--- src/rtl/core/jdqt_pkg.sv ---
// Package for the JPEG DQT segment parser: parser phases, status codes,
// the per-word result record and the zigzag-to-natural index table.
// No dependencies.
`timescale 1ns / 1ps

package jdqt_pkg;

  // Fixed geometry of a quantization table
  localparam int TABLE_ENTRIES = 64;
  localparam int ENTRY_IDX_W   = $clog2(TABLE_ENTRIES);
  localparam int DEST_W        = 4;
  localparam int MASK_OUT_W    = 4;
  localparam int TABLE_ID_W    = 2;
  localparam int LEN_HDR_BYTES = 2;

  // Parser phase within a segment
  typedef enum logic [2:0] {
    PH_IDLE,
    PH_LEN_LO,
    PH_HEADER,
    PH_DATA_HI,
    PH_DATA_LO
  } phase_e;

  // Per-word status code
  typedef enum logic [1:0] {
    ST_OK,
    ST_BAD_DEST,
    ST_TRUNC
  } status_e;

  // One result word
  typedef struct packed {
    logic                   entry_write;
    logic [TABLE_ID_W-1:0]  table_id;
    logic [ENTRY_IDX_W-1:0] entry_index;
    logic [15:0]            entry_value;
    logic                   table_done;
    logic                   segment_done;
    status_e                status;
    logic [MASK_OUT_W-1:0]  valid_mask;
  } dqt_res_t;

  // Zigzag position to natural-order index
  localparam logic [ENTRY_IDX_W-1:0] ZIGZAG_ROM [TABLE_ENTRIES] = '{
     0,  1,  8, 16,  9,  2,  3, 10, 17, 24, 32, 25, 18, 11,  4,  5,
    12, 19, 26, 33, 40, 48, 41, 34, 27, 20, 13,  6,  7, 14, 21, 28,
    35, 42, 49, 56, 57, 50, 43, 36, 29, 22, 15, 23, 30, 37, 44, 51,
    58, 59, 52, 45, 38, 31, 39, 46, 53, 60, 61, 54, 47, 55, 62, 63
  };

endpackage

--- src/rtl/core/jdqt_ctrl.sv ---
// Parser state machine and per-byte datapath of the DQT segment parser.
// Holds the segment/table state and forms the result word for the current byte.
// Depends on jdqt_pkg.
`timescale 1ns / 1ps

module jdqt_ctrl import jdqt_pkg::*; #(
  parameter int NUM_TABLES = 4
) (
  input  logic       clk_i,
  input  logic       rst_ni,
  input  logic       step_i,
  input  logic [7:0] data_byte_i,
  input  logic       seg_start_i,
  output dqt_res_t   res_o
);

  localparam int MASK_W = NUM_TABLES;

  phase_e                 phase_q, phase_d, phase_step;
  logic [15:0]            bytes_left_q, bytes_left_d;
  logic [ENTRY_IDX_W-1:0] count_q, count_d;
  logic [DEST_W-1:0]      table_q, table_d;
  logic                   wide_q, wide_d;
  logic [7:0]             hold_q, hold_d;
  logic                   skip_q, skip_d;
  logic [MASK_W-1:0]      mask_q, mask_d;

  logic [15:0]       seg_len;
  logic [15:0]       len_rem;
  logic [15:0]       bytes_dec;
  logic              consume;
  logic              seg_end;
  logic              last_entry;
  logic [DEST_W-1:0] hdr_dest;
  logic              hdr_wide;
  logic              hdr_bad;
  logic [MASK_W-1:0] dest_bit;

  // Decode the current byte
  assign seg_len    = {hold_q, data_byte_i};
  assign len_rem    = (seg_len > 16'(LEN_HDR_BYTES)) ? seg_len - 16'(LEN_HDR_BYTES) : '0;
  assign hdr_dest   = data_byte_i[DEST_W-1:0];
  assign hdr_wide   = (data_byte_i[7:4] != 4'd0);
  assign hdr_bad    = ({1'b0, hdr_dest} >= (DEST_W+1)'(NUM_TABLES));
  assign last_entry = (count_q == ENTRY_IDX_W'(TABLE_ENTRIES - 1));
  assign consume    = !seg_start_i &&
                      (phase_q == PH_HEADER || phase_q == PH_DATA_HI || phase_q == PH_DATA_LO);
  assign bytes_dec  = (bytes_left_q == 16'd0) ? 16'd0 : bytes_left_q - 16'd1;
  assign seg_end    = consume && (bytes_dec == 16'd0);

  // One-hot select of the current table in the loaded mask
  always_comb begin
    dest_bit = '0;
    for (int i = 0; i < MASK_W; i++) begin
      if (table_q == DEST_W'(i)) dest_bit[i] = 1'b1;
    end
  end

  // Next phase before the end-of-segment check
  always_comb begin
    phase_step = phase_q;
    if (seg_start_i) begin
      phase_step = PH_LEN_LO;
    end else begin
      case (phase_q)
        PH_IDLE:    phase_step = PH_IDLE;
        PH_LEN_LO:  phase_step = (len_rem == 16'd0) ? PH_IDLE : PH_HEADER;
        PH_HEADER:  phase_step = hdr_wide ? PH_DATA_HI : PH_DATA_LO;
        PH_DATA_HI: phase_step = PH_DATA_LO;
        PH_DATA_LO: begin
          if (last_entry) phase_step = PH_HEADER;
          else            phase_step = wide_q ? PH_DATA_HI : PH_DATA_LO;
        end
        default:    phase_step = PH_IDLE;
      endcase
    end
  end

  // Next phase: drop to idle when the segment runs out
  always_comb begin
    phase_d = phase_q;
    if (step_i) begin
      phase_d = seg_end ? PH_IDLE : phase_step;
    end
  end

  // Datapath state update
  always_comb begin
    bytes_left_d = bytes_left_q;
    count_d      = count_q;
    table_d      = table_q;
    wide_d       = wide_q;
    hold_d       = hold_q;
    skip_d       = skip_q;
    mask_d       = mask_q;
    if (step_i) begin
      if (seg_start_i) begin
        hold_d       = data_byte_i;
        bytes_left_d = '0;
        count_d      = '0;
        skip_d       = 1'b0;
      end else begin
        case (phase_q)
          PH_LEN_LO: bytes_left_d = len_rem;
          PH_HEADER: begin
            table_d = hdr_dest;
            wide_d  = hdr_wide;
            skip_d  = hdr_bad;
            count_d = '0;
          end
          PH_DATA_HI: hold_d = data_byte_i;
          PH_DATA_LO: begin
            count_d = last_entry ? '0 : count_q + ENTRY_IDX_W'(1);
            if (last_entry && !skip_q) mask_d = mask_q | dest_bit;
          end
          default: ;
        endcase
        if (consume) bytes_left_d = bytes_dec;
      end
    end
  end

  // Result word for the current byte
  always_comb begin
    res_o              = '0;
    res_o.status       = ST_OK;
    res_o.valid_mask   = MASK_OUT_W'(mask_d);
    if (!seg_start_i) begin
      if (phase_q == PH_DATA_LO && !skip_q) begin
        res_o.entry_write = 1'b1;
        res_o.table_id    = table_q[TABLE_ID_W-1:0];
        res_o.entry_index = ZIGZAG_ROM[count_q];
        res_o.entry_value = wide_q ? {hold_q, data_byte_i} : {8'd0, data_byte_i};
        res_o.table_done  = last_entry;
      end
      if (phase_q == PH_HEADER && hdr_bad) res_o.status = ST_BAD_DEST;
      if (seg_end && phase_step != PH_HEADER) res_o.status = ST_TRUNC;
      res_o.segment_done = seg_end || (phase_q == PH_LEN_LO && len_rem == 16'd0);
    end
  end

  // State registers
  always_ff @(posedge clk_i or negedge rst_ni) begin
    if (!rst_ni) begin
      phase_q      <= PH_IDLE;
      bytes_left_q <= '0;
      count_q      <= '0;
      table_q      <= '0;
      wide_q       <= 1'b0;
      hold_q       <= '0;
      skip_q       <= 1'b0;
      mask_q       <= '0;
    end else begin
      phase_q      <= phase_d;
      bytes_left_q <= bytes_left_d;
      count_q      <= count_d;
      table_q      <= table_d;
      wide_q       <= wide_d;
      hold_q       <= hold_d;
      skip_q       <= skip_d;
      mask_q       <= mask_d;
    end
  end

endmodule

--- src/rtl/core/jpeg_dqt_segment_parser.sv ---
// JPEG DQT marker segment parser, one segment byte per word in, one result word out.
// Top level: handshake and output register around jdqt_ctrl. Depends on jdqt_pkg and jdqt_ctrl.
`timescale 1ns / 1ps

// Feed the segment bytes starting at the high length byte, with seg_start_i set
// on that byte. Every accepted byte yields exactly one result word in the next
// cycle; a byte can be accepted every cycle unless in_stall_o is high, so
// throughput is one byte per clock without stalls. The single output register
// holds the word, and in_stall_o rises only while that register holds a word
// the consumer is stalling. Entries are written at natural-order indexes;
// valid_mask shows the tables loaded since reset, including the byte just reported.
module jpeg_dqt_segment_parser import jdqt_pkg::*; #(
  parameter int NUM_TABLES = 4
) (
  input  logic        clk_i,
  input  logic        rst_ni,
  input  logic        in_valid_i,
  output logic        in_stall_o,
  input  logic [7:0]  data_byte_i,
  input  logic        seg_start_i,
  output logic        out_valid_o,
  input  logic        out_stall_i,
  output logic        entry_write_o,
  output logic [1:0]  table_id_o,
  output logic [5:0]  entry_index_o,
  output logic [15:0] entry_value_o,
  output logic        table_done_o,
  output logic        segment_done_o,
  output logic [1:0]  status_o,
  output logic [3:0]  valid_mask_o
);

  logic     in_accept;
  logic     out_valid_q, out_valid_d;
  dqt_res_t res_q, res_d, step_res;

  // Accept while the output register is empty or draining
  assign in_stall_o = out_valid_q && out_stall_i;
  assign in_accept  = in_valid_i && !in_stall_o;

  jdqt_ctrl #(
    .NUM_TABLES(NUM_TABLES)
  ) u_ctrl (
    .clk_i       (clk_i),
    .rst_ni      (rst_ni),
    .step_i      (in_accept),
    .data_byte_i (data_byte_i),
    .seg_start_i (seg_start_i),
    .res_o       (step_res)
  );

  // Load a new word on accept, clear valid when the word is taken
  always_comb begin
    out_valid_d = out_valid_q;
    res_d       = res_q;
    if (in_accept) begin
      out_valid_d = 1'b1;
      res_d       = step_res;
    end else if (!out_stall_i) begin
      out_valid_d = 1'b0;
    end
  end

  always_ff @(posedge clk_i or negedge rst_ni) begin
    if (!rst_ni) begin
      out_valid_q <= 1'b0;
    end else begin
      out_valid_q <= out_valid_d;
    end
  end

  always_ff @(posedge clk_i) begin
    res_q <= res_d;
  end

  assign out_valid_o    = out_valid_q;
  assign entry_write_o  = res_q.entry_write;
  assign table_id_o     = res_q.table_id;
  assign entry_index_o  = res_q.entry_index;
  assign entry_value_o  = res_q.entry_value;
  assign table_done_o   = res_q.table_done;
  assign segment_done_o = res_q.segment_done;
  assign status_o       = res_q.status;
  assign valid_mask_o   = res_q.valid_mask;

  // Checks
  a_stall_only_when_full: assert property (@(posedge clk_i) disable iff (!rst_ni)
    in_stall_o |-> out_valid_q)
    else $error("input stalled with an empty output register");

  a_accept_fills_output: assert property (@(posedge clk_i) disable iff (!rst_ni)
    in_accept |=> out_valid_q)
    else $error("accepted byte produced no result word");

  a_done_with_write: assert property (@(posedge clk_i) disable iff (!rst_ni)
    (out_valid_q && res_q.table_done) |-> res_q.entry_write)
    else $error("table done without an entry write");

  a_trunc_at_end: assert property (@(posedge clk_i) disable iff (!rst_ni)
    (out_valid_q && res_q.status == ST_TRUNC) |-> res_q.segment_done)
    else $error("truncation reported before segment end");

endmodule

--- config.mk ---
export PLATFORM = sky130hd
export DESIGN_NAME = jpeg_dqt_segment_parser
export DESIGN_NICKNAME = d
export VERILOG_FILES = /design/src/rtl/core/jdqt_pkg.sv /design/src/rtl/core/jdqt_ctrl.sv /design/src/rtl/core/jpeg_dqt_segment_parser.sv
export SDC_FILE = /design/constraint.sdc
export NUM_CORES = 1
export LEC_CHECK = 0
export BUFFER_PORTS_ARGS = -buffer_cell sky130_fd_sc_hd__buf_2
export CORE_MARGIN = 1.5
export CORE_UTILIZATION = 62
export CTS_BUF_LIST = sky130_fd_sc_hd__clkbuf_4
export DETAILED_ROUTE_END_ITERATION = 16
export GPL_TIMING_DRIVEN = 1
export PLACE_DENSITY = 0.84
export SLEW_MARGIN = 20
export SYNTH_ARGS = -nofsm -noshare
export SYNTH_HDL_FRONTEND = slang
export SYNTH_SLANG_ARGS = --single-unit
--- constraint.sdc ---
create_clock -name clk_i -period 2.6 [get_ports clk_i]
set_input_delay 0.26 -clock clk_i [delete_from_list [all_inputs] [get_ports clk_i]]
set_output_delay 0.26 -clock clk_i [all_outputs]
set_load 0.1 [all_outputs]
==> flow_metrics.tcl <==
set metrics [dict create \
    wl_per_cell_um 17.39 \
    cts_buffers 9 \
    netlist-cell-type-count 65 \
    ant_nets 0 \
    slowest_stage "dfrtp_1" \
    fin_cells 659 \
    fillCellCount 583 \
    min-delay-start "in_valid_i" \
    cts_buffer_depth 2 \
    antennaDiodeCount 0 \
    met1_length_um 5166 \
    cts.clk_slew.worst_paths_ps 140 \
    cpPeakStageDelay_ps 500 \
    power_density_mw_per_mm2 619.7 \
    start_kind "register" \
    ys_ff_latch 77 \
    hold_viol 0 \
    critical_path_arrival_ps 2850 \
    tritoncts "built" \
    wl_um 11460 \
    syn_inst 504 \
    synth_area_leaders "dfrtp_1, edfxtp_1, ha_1" \
    setup_viol 0 \
    async_flop_share_pct 57.14 \
    syn2layout_area_growth_pct 12.06 \
    placed_cells 639 \
    drv_cap 0 \
    synth_top_area_share_pct 22.77 \
    crit_cells 7 \
    top_layer_used "met4" \
    avgSynthCellArea_um2 9.593 \
    vias 4117 \
    cp_num_buf_inv 1 \
    whs_path_depth 2 \
    core_area_mm2 0.007647 \
    yosys-top-cells-count "nand2_1, dfrtp_1, o21ai_0" \
    critical_path.cell_chain "nor4_4 > nand4_1 > buf_4 > mux2i_1 > nand2_1 > a211o_1 > a32o_1" \
    multiInputGateArea_mm2 0.002549 \
    seq_area_frac_synth_pct 43.27 \
    drtIter0Drc 364 \
    rr_worst_depth 7 \
    hold-path-endpoint "out_valid_o$_DFFE_PN0P_" \
    critPathCaptureType "register" \
    hp-class "in2reg" \
    met3_length_um 845 \
    htree_levels 3 \
    viasPerCell 6.247 \
    drc 0 \
    synth.most_common_cell "nand2_1" \
    grt_max_degree 29 \
    drive_gt1_share_pct 22.26 \
    slew_viol_final 0 \
    leakage_nw 2.194 \
    synth_edf_count 33 \
    wl_met2_um 5185 \
    layout.nets 584 \
    worst_pin_slew_ps 974.5 \
    io_pins 48 \
    peakVddDrop_mv 0.3381 \
    critPathKind "reg2reg" \
    rr_endpoint "u_ctrl.phase_q[2]$_DFFE_PN0P_" \
    post-place-ws_ps 74.92 \
    slew_headroom_pct 34.35 \
    r2r-start "u_ctrl.bytes_left_q[8]$_DFFE_PN0P_" \
    min_period_ps 2507 \
    dieWidth_um 91.31 \
    crit_fanout 6 \
    drtPass1Iterations 5 \
    clkSinkCount 77 \
    synth_largest_area_cell "dfrtp_1" \
    hpwlAfterDp_um 8289 \
    grt_pass1_wl_um 18790 \
    antenna_found_initial 0 \
    synth_flop_cell "dfrtp_1" \
    finalCritPeriodShare_pct 96.41 \
    fin_skew_ps 13.04 \
    cts_root_buf "clkbuf_4" \
    die_area_mm2 0.008337 \
    portBuffers 47 \
    num_rows 32 \
    place_congestion 0.9817 \
    grt_usage_pct 28.81 \
    synth_area_mm2 0.004835 \
    initial_core_util_pct 63.22 \
    die_y_um 91.31 \
    clk_latency_ps 440 \
    crit_family "simple AND/OR/NAND/NOR gates" \
    syn-num-nets 536 \
    yosysWarnings 0 \
    fmax_mhz 398.9 \
    tns_ps 0 \
    status "completed" \
    grt_pass1_vias 3786 \
    regToRegSetupSlack_ps 90 \
    overflow 0 \
    seq_area_mm2 0.002097 \
    setup_slack_ps 93.25 \
    required_ps 2940 \
    fin_util_pct 70.84 \
]
==> where the power goes <==
part / internal, mW / total [mW] / switching, mW
clock: 0.219 / 0.695 / 0.476
sequential: 1.39 / 1.56 / 0.170
combinational: 0.397 / 1.10 / 0.706
total: 2.01 / 3.36 / 1.35
==> metal layers <==
metal,vias to the layer above,GRT usage (%)
li1,1955,-
met1,1933,41.63
met2,195,43.41
met3,34,5.360
met4,0,10.29
met5,-,0
==> cells in the final DEF, fill, tap and decap left out, types with 8 or more instances in the layout <==
cell,count
nor3_1,19
buf_2,47
buf_4,24
and3_1,9
edfxtp_1,33
xnor2_1,13
or3_1,11
inv_1,20
o22ai_1,9
nand3_1,11
dfrtp_1,42
clkbuf_4,9
and2_1,10
o21ai_0,42
a21oi_1,15
ha_1,18
nand2_1,49
a22o_1,12
a211oi_1,9
nand2b_1,8
nor2_1,34
==> worst max path at each step <==
stage | start | endpoint | slack, ps
detailed placement | u_ctrl.bytes_left_q[0]$_DFFE_PN0P_ | status_o[0]$_SDFFCE_PP0P_ | 70
floorplan | out_valid_o$_DFFE_PN0P_ | u_ctrl.hold_q[4]$_DFFE_PN0P_ | 70
global route | u_ctrl.bytes_left_q[0]$_DFFE_PN0P_ | segment_done_o$_SDFFCE_PP0P_ | -40
global placement | data_byte_i[1] | status_o[0]$_SDFFCE_PP0P_ | 200
CTS | u_ctrl.bytes_left_q[0]$_DFFE_PN0P_ | status_o[0]$_SDFFCE_PP0P_ | 40
finish | u_ctrl.bytes_left_q[8]$_DFFE_PN0P_ | u_ctrl.phase_q[2]$_DFFE_PN0P_ | 90
==> cells by family after synthesis <==
logic type      count (synthesis)  synth area share [%]
simple gates                  187                 21.09
compound gates                130                 18.66
flops                          77                 43.27
buf+inv                        57                 4.788
fa+ha+maj                      19                 4.917
xor+xnor                       18                 3.261
mux                            16                 4.011
==> per-stage QoR <==
step	cell area, µm²	hold WS [ps]	power, mW
detailed placement	5219	326.3	2.586
finish	5418	16.95	3.357
CTS	5361	7.010	3.274
global placement	5219	316.8	2.566
floorplan	4842	-35.59	2.335
global route	5418	35.58	3.516
==> flip-flops by register name, indices dropped and copies added (netlist names) <==
signal               cells
entry_index_o            6
entry_value_o           16
entry_write_o            1
out_valid_o              1
segment_done_o           1
status_o                 2
table_done_o             1
table_id_o               2
u_ctrl.bytes_left_q     16
u_ctrl.count_q           6
u_ctrl.hold_q            8
u_ctrl.mask_q            4
u_ctrl.phase_q           3
u_ctrl.skip_q            1
u_ctrl.table_q           4
u_ctrl.wide_q            1
valid_mask_o             4
==> cell type report <==
type	instances	share of cell area (%)
Clock inverter	7	1.201
Tap cell	102	2.356
Sequential cell	77	38.71
Inverter	22	1.594
Multi-Input combinational cell	370	47.04
Clock buffer	9	1.247
Timing Repair Buffer	72	7.852
==> repair_timing <==
item	4_1_cts	5_1_grt
buffers inserted	0	3
gates resized for setup	0	7
hold buffers	1	0
hold endpoints to repair	27	0
endpoints found under the setup margin	0	16
Note: power is estimated with default switching activity, not from simulation.
